### config.mk
export PLATFORM = sky130hd
export DESIGN_NAME = lira_src_calc
export DESIGN_NICKNAME = d
export VERILOG_FILES = /design/src/rtl/lira_pkg.sv /design/src/rtl/lira_src_calc.sv
export SDC_FILE = /design/constraint.sdc
export NUM_CORES = 1
export LEC_CHECK = 0
export BUFFER_PORTS_ARGS = -buffer_cell sky130_fd_sc_hd__buf_2
export CAP_MARGIN = 40
export CELL_PAD_IN_SITES_DETAIL_PLACEMENT = 0
export CELL_PAD_IN_SITES_GLOBAL_PLACEMENT = 2
export CORE_ASPECT_RATIO = 1.5
export CORE_MARGIN = 10
export CORE_UTILIZATION = 38
export DETAILED_ROUTE_END_ITERATION = 6
export PLACE_DENSITY = 0.95
export SKIP_LAST_GASP = 1
export SYNTH_ARGS = -nofsm -noshare
export SYNTH_HDL_FRONTEND = slang
export SYNTH_SLANG_ARGS = --single-unit
### constraint.sdc
create_clock -name vclk -period 10.75
set_input_delay 0.5375 -clock vclk [all_inputs]
set_output_delay 0.5375 -clock vclk [all_outputs]
set_load 0.005 [all_outputs]
### src/rtl/lira_pkg.sv
// ----------------------------------------------------------------------------
// lira_pkg
// Types and constants shared by the lookup-table remap address generator.
// ----------------------------------------------------------------------------
package lira_pkg;

  localparam int COORD_W      = 12;  // pixel coordinates
  localparam int CFG_W        = 13;  // configuration values
  localparam int DIM_W        = 14;  // rounded width and pitch, up to 8192
  localparam int IDX_W        = 27;  // y * w + x before the range check
  localparam int ENTRY_W      = 25;  // valid, source y, source x
  localparam int DST_LUMA_W   = 24;
  localparam int DST_CHROMA_W = 23;
  localparam int SRC_ADDR_W   = 25;
  localparam int S_TDATA_W    = 56;
  localparam int M_TDATA_W    = 128;
  localparam int M_TUSER_W    = 2;
  localparam int CFG_IDX_W    = 3;
  localparam int M_USED_W     = DST_LUMA_W + SRC_ADDR_W + DST_CHROMA_W + 2 * SRC_ADDR_W;

  // Register indexes on the configuration port
  localparam logic [CFG_IDX_W-1:0] REG_DEST_WIDTH     = 3'd0;
  localparam logic [CFG_IDX_W-1:0] REG_SRC_WIDTH      = 3'd1;
  localparam logic [CFG_IDX_W-1:0] REG_SRC_HEIGHT     = 3'd2;
  localparam logic [CFG_IDX_W-1:0] REG_SRC_LUMA_PITCH = 3'd3;
  localparam logic [CFG_IDX_W-1:0] REG_SRC_CB_PITCH   = 3'd4;
  localparam logic [CFG_IDX_W-1:0] REG_SRC_CR_PITCH   = 3'd5;
  localparam logic [CFG_IDX_W-1:0] REG_CHROMA_MODE    = 3'd6;

  // Chroma modes
  localparam logic [1:0] CM_GREY = 2'd0;
  localparam logic [1:0] CM_420  = 2'd1;
  localparam logic [1:0] CM_422  = 2'd2;

  // Request types
  localparam logic REQ_LOAD  = 1'b0;
  localparam logic REQ_PIXEL = 1'b1;

  typedef struct packed {
    logic [CFG_W-1:0] dest_width;
    logic [CFG_W-1:0] src_width;
    logic [CFG_W-1:0] src_height;
    logic [CFG_W-1:0] src_luma_pitch;
    logic [CFG_W-1:0] src_cb_pitch;
    logic [CFG_W-1:0] src_cr_pitch;
    logic [1:0]       chroma_mode;
  } cfg_t;

  typedef struct packed {
    logic               req_type;
    logic [COORD_W-1:0] dest_x;
    logic [COORD_W-1:0] dest_y;
    logic [COORD_W-1:0] load_src_x;
    logic [COORD_W-1:0] load_src_y;
    logic               load_valid;
  } item_t;

  typedef struct packed {
    logic                    ok;
    logic [IDX_W-1:0]        idx;
    logic [DST_LUMA_W-1:0]   dst_luma_addr;
    logic [DST_CHROMA_W-1:0] dst_chroma_addr;
  } dst_info_t;

  typedef struct packed {
    logic                    hit;
    logic [DST_LUMA_W-1:0]   dst_luma_addr;
    logic [SRC_ADDR_W-1:0]   src_luma_addr;
    logic                    chroma_present;
    logic [DST_CHROMA_W-1:0] dst_chroma_addr;
    logic [SRC_ADDR_W-1:0]   src_cb_addr;
    logic [SRC_ADDR_W-1:0]   src_cr_addr;
  } result_t;

endpackage

### src/rtl/lira_src_calc.sv
// ----------------------------------------------------------------------------
// lira_src_calc
// Bounds check of a map entry and source plane addresses.
// ----------------------------------------------------------------------------
module lira_src_calc (
  input  lira_pkg::cfg_t                   cfg,
  input  lira_pkg::dst_info_t              dst,
  input  logic [lira_pkg::ENTRY_W-1:0]     entry,
  output lira_pkg::result_t                res
);
  import lira_pkg::*;

  logic [COORD_W-1:0]       sx;
  logic [COORD_W-1:0]       sy;
  logic [COORD_W-1:0]       sy_c;
  logic [COORD_W+CFG_W-1:0] luma_prod;
  logic [COORD_W+CFG_W-1:0] cb_prod;
  logic [COORD_W+CFG_W-1:0] cr_prod;
  logic                     hit;
  logic                     chroma_on;

  always_comb begin
    sx   = entry[COORD_W-1:0];
    sy   = entry[2*COORD_W-1:COORD_W];
    sy_c = (cfg.chroma_mode == CM_420) ? (sy >> 1) : sy;

    hit = dst.ok && entry[ENTRY_W-1]
       && ({1'b0, sx} < cfg.src_width)
       && ({1'b0, sy} < cfg.src_height);
    chroma_on = (cfg.chroma_mode == CM_420) || (cfg.chroma_mode == CM_422);

    luma_prod = sy * cfg.src_luma_pitch;
    cb_prod   = sy_c * cfg.src_cb_pitch;
    cr_prod   = sy_c * cfg.src_cr_pitch;

    res = '0;
    if (hit) begin
      res.hit           = 1'b1;
      res.dst_luma_addr = dst.dst_luma_addr;
      res.src_luma_addr = luma_prod[SRC_ADDR_W-1:0] + SRC_ADDR_W'(sx);
      if (chroma_on) begin
        res.chroma_present  = 1'b1;
        res.dst_chroma_addr = dst.dst_chroma_addr;
        res.src_cb_addr     = cb_prod[SRC_ADDR_W-1:0] + SRC_ADDR_W'(sx[COORD_W-1:1]);
        res.src_cr_addr     = cr_prod[SRC_ADDR_W-1:0] + SRC_ADDR_W'(sx[COORD_W-1:1]);
      end
    end
  end

endmodule

; ---- Word-level counts from Yosys, hierarchy flattened
; Cells that the tools add are included.
[classes]
n_mul = 3
reduce_logical = 4
order_cmp = 2
n_addsub = 3
n_eq_ne = 2
muxes = 3
[ops]
columns = operator, n
row1 = 124-bit two-way mux, 1
row2 = 12-bit by 13-bit multiplier with 25-bit output, 3
row3 = 74-bit two-way mux, 1
row4 = 25-bit by 11-bit adder with 25-bit output, 2
row5 = 12-bit by 13-bit < comparator with 1-bit output, 2
row6 = 25-bit by 12-bit adder with 25-bit output, 1
row7 = 12-bit two-way mux, 1
row8 = 1-bit logical AND, 3
row9 = "2-bit by 1-bit == test with 1-bit output, second input constant", 1
row10 = "2-bit == test, second input constant", 1
row11 = 1-bit logical OR, 1
[word_totals]
reg_bits = 0
input_bits = 180
wordCells = 17

; ---- Longest topological paths before layout
[logic_depth]
ltp_word = 6
ltp_mapped = 25

; ---- Least setup slack after synthesis
; OpenSTA, ideal clock, no wires.
[synth_timing]
path_kind = input-to-output
start = input cfg[1] (netlist name)
end = output res[48] (netlist name)
n_path_buf = 2
t_required_ns = 10.213
t_arrival_ns = 5.937
stages = 23
path_slack_ns = 4.275
path_cell_list = inv_1 > ha_1 > clkbuf_1 > mux2_2 > clkbuf_1 > and2_1 > fa_1 > inv_1 > fa_1 > inv_1 > fa_1 > fa_1 > inv_1 > fa_1 > inv_1 > ha_1 > a21o_1 > a21o_1 > a221oi_1 > a21oi_1 > a41oi_1 > xor2_1 > nor2_1
[synth_lines]
columns = element, line_no
row1 = from (decl), lira_src_calc.sv:6  ; input lira_pkg::cfg_t cfg,
row2 = to (decl), lira_src_calc.sv:9  ; output lira_pkg::result_t res

==> impl_metrics.yaml <==
power_and_ir_drop:
  power_density_nw_per_um2: 283.1
  ir_drop_mv: 0.2367
  power.leakage_nw: 11.06
synthesis:
  yosys_warnings: 0
  yosys-top-cells-count: "inv_1, fa_1, nand2_1"
  synthesis.nets: 3015
  synth_area_leaders: "fa_1, ha_1, inv_1"
  synth_most_common_cell: "inv_1"
  synthCells: 2235
  yosysSeqAreaShare_pct: 0
  ys_types: 63
  synth_top_cell_area_share_pct: 39.77
  synth.avg_cell_area_um2: 8.130
  synth_top_cell_by_area: "fa_1"
  synth_area_um2: 18170
sta:
  tightest_slew_ns: 0.7189
  max_freq_ghz: 0.1391
  tns_ns: 0
  rsz0062_at_grt: "false"
  setup_viol: 0
  holdWs_ns: 1.343
  final-hold-violation-count: 0
  post-route-period-util_pct: 66.88
  relSlewSlack_pct: 52.02
  layout_min_cycle_time_ns: 7.189
  slew_violations: 0
route:
  wire_per_inst_um: 17.03
  viasPerCell: 4.998
  drcViolationCount: 0
  dr.pass1.iters: 4
  dr_total_vias: 15003
  wl_um: 51120
  ant_nets: 0
  first_iter_violations: 490
clock_network:
  cts_resized: 0
  cts_hold_buffers: 0
  cts_setup_buffers: 0
run:
  maxCapViolCount: 0
worst_setup_path:
  slowest_stage: "mux2_2"
  critPathCaptureType: "primary output"
  path_buf_inv: 7
  cp.arrival_ns: 6.65
  critPathKind: "primary input to primary output"
  cp_top_family: "adder cells"
  critPathMaxFanout: 26
  startpoint_type: "primary input"
  cpPeakStageDelay_ns: 0.58
  cp.required_ns: 10.21
  path_cells: "buf_2 -> inv_1 -> ha_1 -> mux2_2 -> and2_1 -> fa_1 -> inv_1 -> fa_1 -> inv_1 -> fa_1 -> fa_1 -> inv_1 -> fa_1 -> inv_1 -> ha_1 -> a21o_1 -> a21o_1 -> a221oi_1 -> a21oi_1 -> a41oi_1 -> xor2_1 -> nor2_1 -> buf_2"
floorplan:
  die_height_um: 287.8
  io_pins: 304
  coreArea_um2: 47450
  fp.dieW_um: 198.5
  rows: 98
  initial_core_util_pct: 38.29
  dieArea_um2: 57150
grt:
  grt_overflow: 0
  antenna_found_initial: 3
  grt_max_degree: 43
  grt_pass1_vias: 16561
  grt_pass1_wl_um: 83920
  grt.total_usage_pct: 18.06
placed_design:
  portBuffers: 264
  place_inst: 3002
  hpwl_um: 43700
  gp_congestion: 0.8451
cells_and_area:
  seq_area_um2: 0
  diodes: 0
  drive_gt1_share_pct: 12.49
  area_delta_synth_final_pct: 9.372
  stdcell_count: 3002
  design.seq.count: 0
  nets: 3184
  clock_buffer_count: 0
worst_hold_path:
  hp-class: "primary input to primary output"
  min_to: "res[110]"
  whs_path_depth: 3
  hold_start: "dst[34]"
status:
  status: "finished, final reports clean"
-- where the power goes --
part / leakage [nW] / internal, mW / switching [mW] / total, mW
clock: 0 / 0 / 0 / 0
combinational: 11.1 / 2.34 / 3.28 / 5.63
sequential: 0 / 0 / 0 / 0
-- layout make-up --
type,count,area [µm²]
inverters,549,2061
fillers,4910,27580
well taps,600,750.7
repair buffers,267,1344
multi-input cells,1586,15720
-- worst max path at each step --
stage	end	slack (ns)	cells past startpoint	from
finish	res[48]	3.56	23	cfg[1]
global route	res[48]	3.18	23	cfg[1]
CTS	res[48]	3.52	23	cfg[1]
detailed placement	res[48]	3.52	23	cfg[1]
global placement	res[48]	3.58	23	cfg[1]
floorplan	res[48]	4.28	23	cfg[1]
-- through the flow --
step	power, mW	util [%]	instance area [µm²]	setup slack, ns
final	5.626	41.88	19870	3.561
after global routing	6.466	41.88	19870	3.184
after global placement	5.592	41.88	19870	3.577
after CTS	5.703	41.88	19870	3.520
after floorplan	4.391	-	18170	4.275
after detailed placement	5.659	41.88	19870	3.522
-- per-layer routing --
metal  track usage (%)  part of all wire (%)  vias up
met5                 0                 0.076        -
met4             3.653                   2.2        6
met3             1.636                   4.1       56
met2             36.66                    57      298
met1             19.41                    37     7630
li1                  -                     -     7013
-- cells in the final DEF (no fill, tap or decap), drive strengths merged, types with 4 or more instances in the layout --
cell    instances
a21boi          7
nand2b          6
nor2b          11
nand3          13
xnor2          24
mux2           11
a21o           29
nand2         299
o21a            9
o211ai          7
nand4          11
fa            361
nor3           15
ha            239
buf           267
a21oi          63
o21bai          6
nor2           73
inv           549
xor2           25
o21ai          39
and3           11
and2          263
a221oi          5
o31ai           5
nor3b           7
a31oi           7
or3             4
a211oi          9
-- kinds of logic (layout without fill, tap and decap cells) --
group | Yosys count | count (layout) | share of synthesized area [%]
XOR/XNOR | 49 | 49 | 2.362
buffers and inverters | 649 | 816 | 13.50
adder cells (fa/ha/maj) | 600 | 600 | 56.23
AO/OA/AOI/OAI | 200 | 200 | 7.354
multiplexers | 11 | 11 | 0.6817
AND/OR/NAND/NOR | 726 | 726 | 19.87
Power figures use the tool's default switching activity.
