<file path="config.mk">
export PLATFORM = sky130hd
export DESIGN_NAME = lira_dst_calc
export DESIGN_NICKNAME = d
export VERILOG_FILES = /design/src/rtl/lira_pkg.sv /design/src/rtl/lira_dst_calc.sv
export SDC_FILE = /design/constraint.sdc
export NUM_CORES = 1
export LEC_CHECK = 0
export CAP_MARGIN = 20
export CORE_MARGIN = 3
export CORE_UTILIZATION = 55
export DETAILED_ROUTE_END_ITERATION = 7
export DONT_BUFFER_PORTS = 1
export GPL_ROUTABILITY_DRIVEN = 0
export PLACE_DENSITY = 0.74
export SETUP_SLACK_MARGIN = 0.2
export SLEW_MARGIN = 25
export SYNTH_ARGS = -nofsm -noshare
export SYNTH_HDL_FRONTEND = slang
export SYNTH_SLANG_ARGS = --single-unit
</file>
<file path="constraint.sdc">
create_clock -name vclk -period 20.4
set_input_delay 3.06 -clock vclk [all_inputs]
set_output_delay 3.06 -clock vclk [all_outputs]
set_load 0.05 [all_outputs]
</file>
<file path="src/rtl/lira_pkg.sv">
// ----------------------------------------------------------------------------
// lira_pkg
// Types and constants shared by the lookup-table remap address generator.
// ----------------------------------------------------------------------------
package lira_pkg;

  localparam int COORD_W      = 12;  // pixel coordinates
  localparam int CFG_W        = 13;  // configuration values
  localparam int DIM_W        = 14;  // rounded width and pitch, up to 8192
  localparam int IDX_W        = 27;  // y * w + x before the range check
  localparam int ENTRY_W      = 25;  // valid, source y, source x
  localparam int DST_LUMA_W   = 24;
  localparam int DST_CHROMA_W = 23;
  localparam int SRC_ADDR_W   = 25;
  localparam int S_TDATA_W    = 56;
  localparam int M_TDATA_W    = 128;
  localparam int M_TUSER_W    = 2;
  localparam int CFG_IDX_W    = 3;
  localparam int M_USED_W     = DST_LUMA_W + SRC_ADDR_W + DST_CHROMA_W + 2 * SRC_ADDR_W;

  // Register indexes on the configuration port
  localparam logic [CFG_IDX_W-1:0] REG_DEST_WIDTH     = 3'd0;
  localparam logic [CFG_IDX_W-1:0] REG_SRC_WIDTH      = 3'd1;
  localparam logic [CFG_IDX_W-1:0] REG_SRC_HEIGHT     = 3'd2;
  localparam logic [CFG_IDX_W-1:0] REG_SRC_LUMA_PITCH = 3'd3;
  localparam logic [CFG_IDX_W-1:0] REG_SRC_CB_PITCH   = 3'd4;
  localparam logic [CFG_IDX_W-1:0] REG_SRC_CR_PITCH   = 3'd5;
  localparam logic [CFG_IDX_W-1:0] REG_CHROMA_MODE    = 3'd6;

  // Chroma modes
  localparam logic [1:0] CM_GREY = 2'd0;
  localparam logic [1:0] CM_420  = 2'd1;
  localparam logic [1:0] CM_422  = 2'd2;

  // Request types
  localparam logic REQ_LOAD  = 1'b0;
  localparam logic REQ_PIXEL = 1'b1;

  typedef struct packed {
    logic [CFG_W-1:0] dest_width;
    logic [CFG_W-1:0] src_width;
    logic [CFG_W-1:0] src_height;
    logic [CFG_W-1:0] src_luma_pitch;
    logic [CFG_W-1:0] src_cb_pitch;
    logic [CFG_W-1:0] src_cr_pitch;
    logic [1:0]       chroma_mode;
  } cfg_t;

  typedef struct packed {
    logic               req_type;
    logic [COORD_W-1:0] dest_x;
    logic [COORD_W-1:0] dest_y;
    logic [COORD_W-1:0] load_src_x;
    logic [COORD_W-1:0] load_src_y;
    logic               load_valid;
  } item_t;

  typedef struct packed {
    logic                    ok;
    logic [IDX_W-1:0]        idx;
    logic [DST_LUMA_W-1:0]   dst_luma_addr;
    logic [DST_CHROMA_W-1:0] dst_chroma_addr;
  } dst_info_t;

  typedef struct packed {
    logic                    hit;
    logic [DST_LUMA_W-1:0]   dst_luma_addr;
    logic [SRC_ADDR_W-1:0]   src_luma_addr;
    logic                    chroma_present;
    logic [DST_CHROMA_W-1:0] dst_chroma_addr;
    logic [SRC_ADDR_W-1:0]   src_cb_addr;
    logic [SRC_ADDR_W-1:0]   src_cr_addr;
  } result_t;

endpackage

</file>
<file path="src/rtl/lira_dst_calc.sv">
// ----------------------------------------------------------------------------
// lira_dst_calc
// Map index, range check and destination addresses for one item.
// ----------------------------------------------------------------------------
module lira_dst_calc #(
  parameter int MAX_DIM     = 4096,
  parameter int MAP_ENTRIES = 1048576
) (
  input  lira_pkg::cfg_t      cfg,
  input  lira_pkg::item_t     item,
  output lira_pkg::dst_info_t info
);
  import lira_pkg::*;

  logic [DIM_W-1:0]              w_sum;
  logic [DIM_W-1:0]              w;
  logic [DIM_W-1:0]              p_sum;
  logic [DIM_W-1:0]              pitch;
  logic [COORD_W+DIM_W-1:0]      y_w;
  logic [COORD_W+DIM_W-1:0]      y_pitch;
  logic [COORD_W-1:0]            y_c;
  logic [COORD_W+DIM_W-2:0]      yc_pitch;

  always_comb begin
    // round the width up to 8, the pitch up to 16
    w_sum = {1'b0, cfg.dest_width} + DIM_W'(7);
    w     = {w_sum[DIM_W-1:3], 3'b000};
    p_sum = w + DIM_W'(15);
    pitch = {p_sum[DIM_W-1:4], 4'b0000};

    y_w      = item.dest_y * w;
    info.idx = {1'b0, y_w} + IDX_W'(item.dest_x);
    info.ok  = ({2'b00, item.dest_x} < w)
            && ({2'b00, item.dest_y} < DIM_W'(MAX_DIM))
            && (info.idx < IDX_W'(MAP_ENTRIES));

    y_pitch            = item.dest_y * pitch;
    info.dst_luma_addr = y_pitch[DST_LUMA_W-1:0] + DST_LUMA_W'(item.dest_x);

    y_c      = (cfg.chroma_mode == CM_420) ? (item.dest_y >> 1) : item.dest_y;
    yc_pitch = y_c * pitch[DIM_W-1:1];
    info.dst_chroma_addr = yc_pitch[DST_CHROMA_W-1:0]
                         + DST_CHROMA_W'(item.dest_x[COORD_W-1:1]);
  end

endmodule

</file>
# Word level (Yosys, flattened, before mapping)
# Index checks and enable logic that the tools add are counted.
[word_totals] word_cells=13 input_bits=130 out_inout_bits=75 ff_bits=0
[classes] add_sub_neg=5 order_cmp=2 mul=3 eq_ne=1 mux=1 reduce_logical=1
[ops] operator="12-bit by 10-bit multiplier with 20-bit output" n=2
[ops] operator="26-bit by 12-bit adder with 27-bit output" n=1
[ops] operator="27-bit by 21-bit < comparator with 1-bit output (second input constant)" n=1
[ops] operator="24-bit by 12-bit adder with 24-bit output" n=1
[ops] operator="23-bit by 11-bit adder with 23-bit output" n=1
[ops] operator="12-bit by 11-bit multiplier with 23-bit output" n=1
[ops] operator="13-bit by 3-bit adder with 14-bit output (second input constant)" n=1
[ops] operator="14-bit by 4-bit adder with 14-bit output (second input constant)" n=1
[ops] operator="12-bit by 14-bit < comparator with 1-bit output" n=1
[ops] operator="12-bit two-way mux" n=1
[ops] operator="2-bit by 1-bit == test with 1-bit output (second input constant)" n=1
[ops] operator="1-bit logical AND" n=1

# Logic depth before layout (Yosys ltp)
# Gate-level depths: netlist (run 1).
[depth] depth_word=5 depth_mapped=31 mapped_depth_nobuf=29

# Least setup slack after synthesis (run 1)
# No wires, ideal clock.
[synth_timing] kind="input to output" start="input cfg[67] (netlist name)" end="output info[19] (netlist name)" n_path_buf=2 path_stages=27 path_slack_ns=6.475 arrival_time_ns=10.865 cell_sequence="o31ai_1 > xnor2_1 > clkbuf_1 > ha_1 > maj3_1 > nor2b_1 > and3_1 > xor2_1 > clkbuf_1 > nand2_1 > fa_1 > fa_1 > inv_1 > fa_1 > fa_1 > inv_1 > fa_1 > inv_1 > ha_1 > o21ai_0 > or4_1 > o221ai_1 > nor2_1 > xnor2_1 > nor4bb_1 > nand2b_1 > xnor2_1"
[synth_rtl] item="start: declaration" line_no="lira_dst_calc.sv:9" rtl="input lira_pkg::cfg_t cfg,"
[synth_rtl] item="end: declaration" line_no="lira_dst_calc.sv:11" rtl="output lira_pkg::dst_info_t info"

==> results of run 1 <==
## worst max path at each step
stage | startpoint | to | slack [ns] | cells after the start
3_5_place_dp | cfg[67] | info[21] | 5.15 | 25
6_report | cfg[67] | info[21] | 5.16 | 25
2_1_floorplan | cfg[67] | info[19] | 6.47 | 27
4_1_cts | cfg[67] | info[21] | 5.10 | 25
3_3_place_gp | cfg[67] | info[21] | 5.35 | 25
5_1_grt | cfg[67] | info[21] | 4.60 | 25
## metrics by stage
| stage | instances | worst slack (ns) | utilization (%) | hold WS, ns | instance area, um2 |
|---|---|---|---|---|---|
| 6_report | 2046 | 5.16 | 58.2 | 6.12 | 14900 |
| 5_1_grt | 2046 | 4.60 | 58.2 | 6.12 | 14900 |
| 4_1_cts | 2046 | 5.10 | 57.8 | 6.12 | 14800 |
| 3_5_place_dp | 2046 | 5.15 | 57.8 | 6.12 | 14800 |
| 3_3_place_gp | 2046 | 5.35 | 57.6 | 6.12 | 14800 |
| 2_1_floorplan | 1775 | 6.47 | - | 6.29 | 14600 |
## cells by family (layout without fill, tap and decap cells)
logic type / after synthesis / after routing / share of synthesized area (%)
and+or+nand+nor: 582 / 582 / 19.8
adders and majority gates: 438 / 438 / 50.3
buffers and inverters: 415 / 356 / 11.1
AOI/OAI and AO/OA: 187 / 187 / 9.08
xor gates and xnor gates: 130 / 130 / 8.02
muxes: 23 / 23 / 1.68
## cell usage after synthesis, types with 15 or more instances
master | count | area share, %
inv_1 | 342 | 8.8
fa_1 | 246 | 34
nand2_1 | 222 | 5.7
ha_1 | 191 | 16
and2_1 | 147 | 6.3
nor2_1 | 92 | 2.4
xnor2_1 | 90 | 5.4
clkbuf_1 | 58 | 1.5
a21oi_1 | 39 | 1.3
xor2_1 | 37 | 2.2
o21ai_0 | 30 | 1.0
a21o_1 | 23 | 1.2
nor3_1 | 21 | 0.72
nand3_1 | 18 | 0.62
o21a_1 | 16 | 0.83
nor2b_1 | 15 | 0.64
## per-layer routing
metal	vias up	part of all wire (%)
met3	64	4.8
li1	5437	-
met1	5738	42
met5	-	0.086
met4	4	2.5
met2	320	51
## area by class of cell
type               instances  share of cell area [%]
multi-input cells       1360                    87.9
inverters                342                    8.61
well taps                330                    2.77
repair buffers            14                   0.705
==> impl_metrics.yaml, run 1 <==
status:
  status: "finished, final reports clean"
floorplan:
  num_rows: 58
  die-area_mm2: 0.0284
  initial_utilization_pct: 56.8
  coreArea_mm2: 0.0256
  die_h_um: 169
  num_io_pins: 205
  die_w_um: 169
routing:
  via_count: 11600
  wl_per_cell_um: 16.4
  drtIter0Drc: 560
  drc_errors: 0
  vias_per_cell: 5.65
  dr.pass1.iters: 6
  wl_mm: 33.6
  postRouteAntennaNets: 0
worst_setup_path:
  path_max_fanout: 18
  cpMaxStageDelayCell: "xor2_2"
  critPathMostFrequentCell: "fa_1"
  critPathArrivalTime_ns: 12.18
  max_stage_delay_ns: 0.82
  worst_ep_required_time_ns: 17.34
  cp-start-kind: "input port"
  cp_top_family: "adder cells"
  worstSetupPathType: "input port to output port"
  worstSetupEndpointType: "output port"
  cp.buffers_inverters: 3
grt:
  use_met1_pct: 31.6
  antenna_found_initial: 2
  top_usage_layer: "met2"
  grt_pass1_vias: 12400
  grt_util_met2_pct: 44.4
  grt_pass1_wl_mm: 58.7
  met3_usage_pct: 2.15
  overflow: 0
  grt_max_degree: 26
  grt_usage_pct: 24.5
finish:
  fill_cells: 2333
  final_nets: 2285
  mostFrequentLayoutCells: "inv_1, fa_1, nand2_1, ha_1, and2_1"
  final_common_cell: "inv_1"
  syn_to_final_growth_pct: 2.53
  multi_input_area_mm2: 0.0131
  clock_buffers: 0
  regArea_um2: 0
  seq_cells: 0
  final_layout_size_suffix_gt1_share_pct: 3.90
  n_antenna_cell: 0
yosys:
  netlist_area_mm2: 0.0146
  syn-num-nets: 2342
  avgSynthCellArea_um2: 8.20
  synthCells: 1775
  synth_cell_types: 81
  ys.warnings.count: 0
  yosysSeqAreaShare_pct: 0
timing:
  fmax_mhz: 65.6
  rsz0062_at_grt: "no"
  tightest_slew_ns: 1.10
  fin_crit_ns: 15.24
  period_share_pct: 74.7
  hold_viol_final: 0
  slew_violations: 0
  fin_tns_setup_ns: 0
  setup_viol: 0
  max-slew-margin-rel_pct: 26.3
worst_hold_path:
  holdPathEnd: "info[0]"
  hold_path_class: "input port to output port"
  hold_start: "item[38]"
  min_path_cells: 0
clock_tree:
  cts_setup_buffers: 0
  cts_resized: 0
  postCtsHoldBufs: 0
placed_design:
  portBuffers: 0
  hpwlAfterDp_mm: 27.2
run:
  timing.max_cap.violations: 0
Power of run 1 is left out: the tool's default activity adds up to more than one toggle a clock period on the data nets, which glitch-free logic cannot reach.
==> run 2: changes to the inputs <==
- PLACE_DENSITY: 0.74 -> 0.77
- clock period: 20.4 -> 12.94 ns (I/O delays scaled with it)
==> run 2 against run 1 <==
  * Global-route usage down 0.42 points
  * Cell count grew 1.6%
  * Clock-buffer cell count did not move
  * First-iteration DRC count decreased by 7.9%
  * Sequential share of layout area is the same
  * Largest cell class unchanged
  * Highest routed layer is now met4
  * Non-clock buffer count increased by 33
==> impl_metrics.yaml, run 2 (synthesis results as in run 1) <==
finish:
  n_antenna_cell: 0
  clock_buffers: 0
  final_common_cell: "inv_1"
  regArea_um2: 0
  final_layout_size_suffix_gt1_share_pct: 4.80
  seq_cells: 0
  fin_util_pct: 58.7
  mostFrequentLayoutCells: "inv_1, fa_1, nand2_1, ha_1, and2_1"
  syn_to_final_growth_pct: 3.41
  finalInstanceArea_mm2: 0.0150
  final_nets: 2318
clock_tree:
  cts_setup_buffers: 0
  cts_resized: 0
  postCtsHoldBufs: 0
worst_setup_path:
  worstSetupPathType: "input port to output port"
  worstSetupEndpointType: "output port"
  critPathArrivalTime_ns: 9.78
  path_max_fanout: 6
  worst_ep_required_time_ns: 11.00
  cp-start-kind: "input port"
routing:
  wl_mm: 33.1
  via_count: 11600
  wl_per_cell_um: 15.9
  drc_errors: 0
  postRouteAntennaNets: 0
  vias_per_cell: 5.60
  drtIter0Drc: 516
  dr.pass1.iters: 7
grt:
  overflow: 0
  antenna_found_initial: 0
  grt_max_degree: 26
  grt_usage_pct: 24.1
  grt_pass1_vias: 12500
  grt_pass1_wl_mm: 58.1
timing:
  hold_viol_final: 0
  fmax_mhz: 85.3
  setup_viol: 0
  tightest_slew_ns: 1.09
  max-slew-margin-rel_pct: 26.7
  fin_tns_setup_ns: 0
  fin_crit_ns: 11.73
  rsz0062_at_grt: "no"
  period_share_pct: 90.6
  slew_violations: 0
placed_design:
  hpwlAfterDp_mm: 27.6
  placed_cell_area_mm2: 0.0150
  portBuffers: 0
floorplan:
  num_rows: 58
  initial_utilization_pct: 56.8
  die-area_mm2: 0.0284
  die_w_um: 169
  die_h_um: 169
  num_io_pins: 205
  coreArea_mm2: 0.0256
worst_hold_path:
  hold_path_class: "input port to output port"
status:
  status: "finished, final reports clean"
run:
  timing.max_cap.violations: 0
-- run 2: layout make-up --
class / instances / area [um2]
inverter: 342 / 1280
multi-input combinational: 1360 / 13000
tap: 330 / 413
fill: 2268 / 10600
timing repair buffer: 47 / 353
-- run 2: per-layer routing --
| layer | GRT usage (%) | vias up | share of wire, % |
|---|---|---|---|
| met5 | 0 | - | 0 |
| met4 | 5.76 | 0 | 2.5 |
| met2 | 44.3 | 283 | 51 |
| li1 | - | 5498 | - |
| met3 | 2.22 | 59 | 5.0 |
| met1 | 30.5 | 5797 | 41 |
-- run 2: final timing paths --
path     start  endpoint  slack, ns  cells after the start
max    cfg[67]  info[22]       1.21                     27
min   item[38]   info[0]       3.88                      0
-- run 2: through the flow --
step / setup slack (ns) / hold slack [ns] / instances
global route: 0.718 / 3.88 / 2079
global placement: 1.24 / 3.88 / 2079
floorplan: 1.25 / 4.05 / 1775
CTS: 1.03 / 3.88 / 2079
detailed placement: 1.06 / 3.88 / 2079
finish: 1.21 / 3.88 / 2079
-- run 2: worst max-delay path, stage by stage --
cell	delay, ns
o31ai_1	0.50
xnor2_1	0.17
ha_1	0.24
maj3_1	0.35
nor2b_1	0.20
and3_1	0.23
xnor2_1	0.49
nor2_1	0.14
fa_1	0.50
inv_1	0.06
fa_1	0.52
fa_1	0.56
inv_1	0.07
fa_1	0.54
inv_1	0.06
fa_1	0.53
inv_1	0.04
ha_1	0.36
nand3b_1	0.12
o21ai_0	0.08
a311o_1	0.27
a211oi_1	0.34
nand4b_1	0.25
and4bb_1	0.27
and3_1	0.22
and3b_1	0.19
xnor3_1	0.53
Power of run 2 is left out for the same reason.
==> run 3: changes to the inputs <==
- RECOVER_POWER: not set -> 100
==> run 3 against run 2 <==
  * The flow now finishes with violations (max-capacitance violations, max-slew violations)
  * Sequential share of layout area unchanged
  * Cell count unchanged
  * Utilization decreased by 0.49 points
  * Non-clock buffer count unchanged
  * Critical path depth decreased by 1
  * Design area decreased by 0.84%
  * Global-route usage unchanged
  * First-iteration DRC count decreased by 1.6%
  * Flip-flop and latch count unchanged
  * Clock-buffer cell count unchanged
  * Die area unchanged
  * Critical path type unchanged
  * Hold slack unchanged
==> impl_metrics.yaml, run 3 (synthesis results as in run 1) <==
timing:
  rsz0062_at_grt: "no"
  fmax_mhz: 82.7
  max-slew-margin-rel_pct: -11.2
  tightest_slew_ns: 1.65
  hold_viol_final: 0
  fin_crit_ns: 12.09
  holdWs_ns: 3.88
  fin_tns_setup_ns: 0
  setup_viol: 0
  slew_violations: 1
  period_share_pct: 93.4
routing:
  wl_met2_mm: 16.9
  maxUsedRoutingLayer: "met4"
  wl_per_cell_um: 15.9
  postRouteAntennaNets: 0
  met1_length_mm: 13.6
  drtIter0Drc: 508
  via_count: 11700
  dr.pass1.iters: 6
  vias_per_cell: 5.61
  wl_mm: 33.1
  drc_errors: 0
  wl_met3_mm: 1.77
worst_setup_path:
  cp-start-kind: "input port"
  worstSetupEndpointType: "output port"
  worst_ep_required_time_ns: 11.00
  critPathArrivalTime_ns: 10.14
  path_max_fanout: 15
  worstSetupPathType: "input port to output port"
finish:
  final_common_cell: "inv_1"
  final_nets: 2318
  n_antenna_cell: 0
  finalInstanceArea_mm2: 0.0149
  regArea_um2: 0
  syn_to_final_growth_pct: 2.54
  mostFrequentLayoutCells: "inv_1, fa_1, nand2_1, ha_1, and2_1"
  seq_cells: 0
  clock_buffers: 0
  final_layout_size_suffix_gt1_share_pct: 3.20
  finalNonFillerCells: 2079
clock_tree:
  cts_setup_buffers: 0
  cts_resized: 0
  postCtsHoldBufs: 0
worst_hold_path:
  hold_path_class: "input port to output port"
  min_path_cells: 0
  hold_start: "item[38]"
  holdPathEnd: "info[0]"
status:
  status: "complete, but fails checks"
  violations: "max-capacitance violations, max-slew violations"
floorplan:
  num_rows: 58
  initial_utilization_pct: 56.8
  die_w_um: 169
  coreArea_mm2: 0.0256
  die-area_mm2: 0.0284
  num_io_pins: 205
  die_h_um: 169
placed_design:
  portBuffers: 0
  hpwlAfterDp_mm: 27.6
  placed_cell_area_mm2: 0.0150
  placed_cells: 2079
grt:
  overflow: 0
  grt_pass1_vias: 12500
  grt_pass1_wl_mm: 58.1
  grt_max_degree: 26
  grt_usage_pct: 24.1
  antenna_found_initial: 0
run:
  timing.max_cap.violations: 1
==> run 3: how the worst max path moves through the flow <==
stage	start	end	depth (start not counted)	slack [ns]
floorplan	cfg[67]	info[19]	27	1.25
finish	cfg[67]	info[41]	26	0.85
CTS	cfg[67]	info[22]	25	1.03
detailed placement	cfg[67]	info[22]	25	1.06
global route	cfg[67]	info[20]	27	0.38
global placement	cfg[67]	info[22]	25	1.24
==> run 3: cell type report <==
type / instances / area (um2)
fill: 2312 / 10700
inverter: 342 / 1280
multi-input combinational: 1360 / 12900
tap: 330 / 413
timing repair buffer: 47 / 278
==> run 3: per-layer routing <==
layer  vias to the layer above  global-route usage [%]
met5                         -                       0
li1                       5502                       -
met1                      5796                    30.5
met3                        68                    2.22
met2                       301                    44.3
met4                         0                    5.76
==> run 3: through the flow <==
step	utilization, %	worst slack [ns]
6_report	58.2	0.854
5_1_grt	58.2	0.380
4_1_cts	58.6	1.03
3_5_place_dp	58.6	1.06
3_3_place_gp	58.5	1.24
2_1_floorplan	-	1.25
==> run 3: critical path: stages <==
cell      delay (ns)
nor3_1          0.21
xnor2_1         0.16
clkbuf_1        0.51
ha_1            0.30
maj3_1          0.18
nor2b_1         0.37
and3_1          0.27
xor2_1          0.49
buf_4           0.33
nand2_1         0.10
fa_1            0.47
fa_1            0.55
inv_1           0.06
fa_1            0.50
fa_1            0.55
inv_1           0.06
fa_1            0.53
inv_1           0.04
ha_1            0.37
and3_1          0.20
a221oi_1        0.38
xor2_1          0.20
nor4_1          0.49
nor2b_1         0.22
xnor2_1         0.13
clkbuf_1        0.51
Power of run 3 is left out for the same reason.
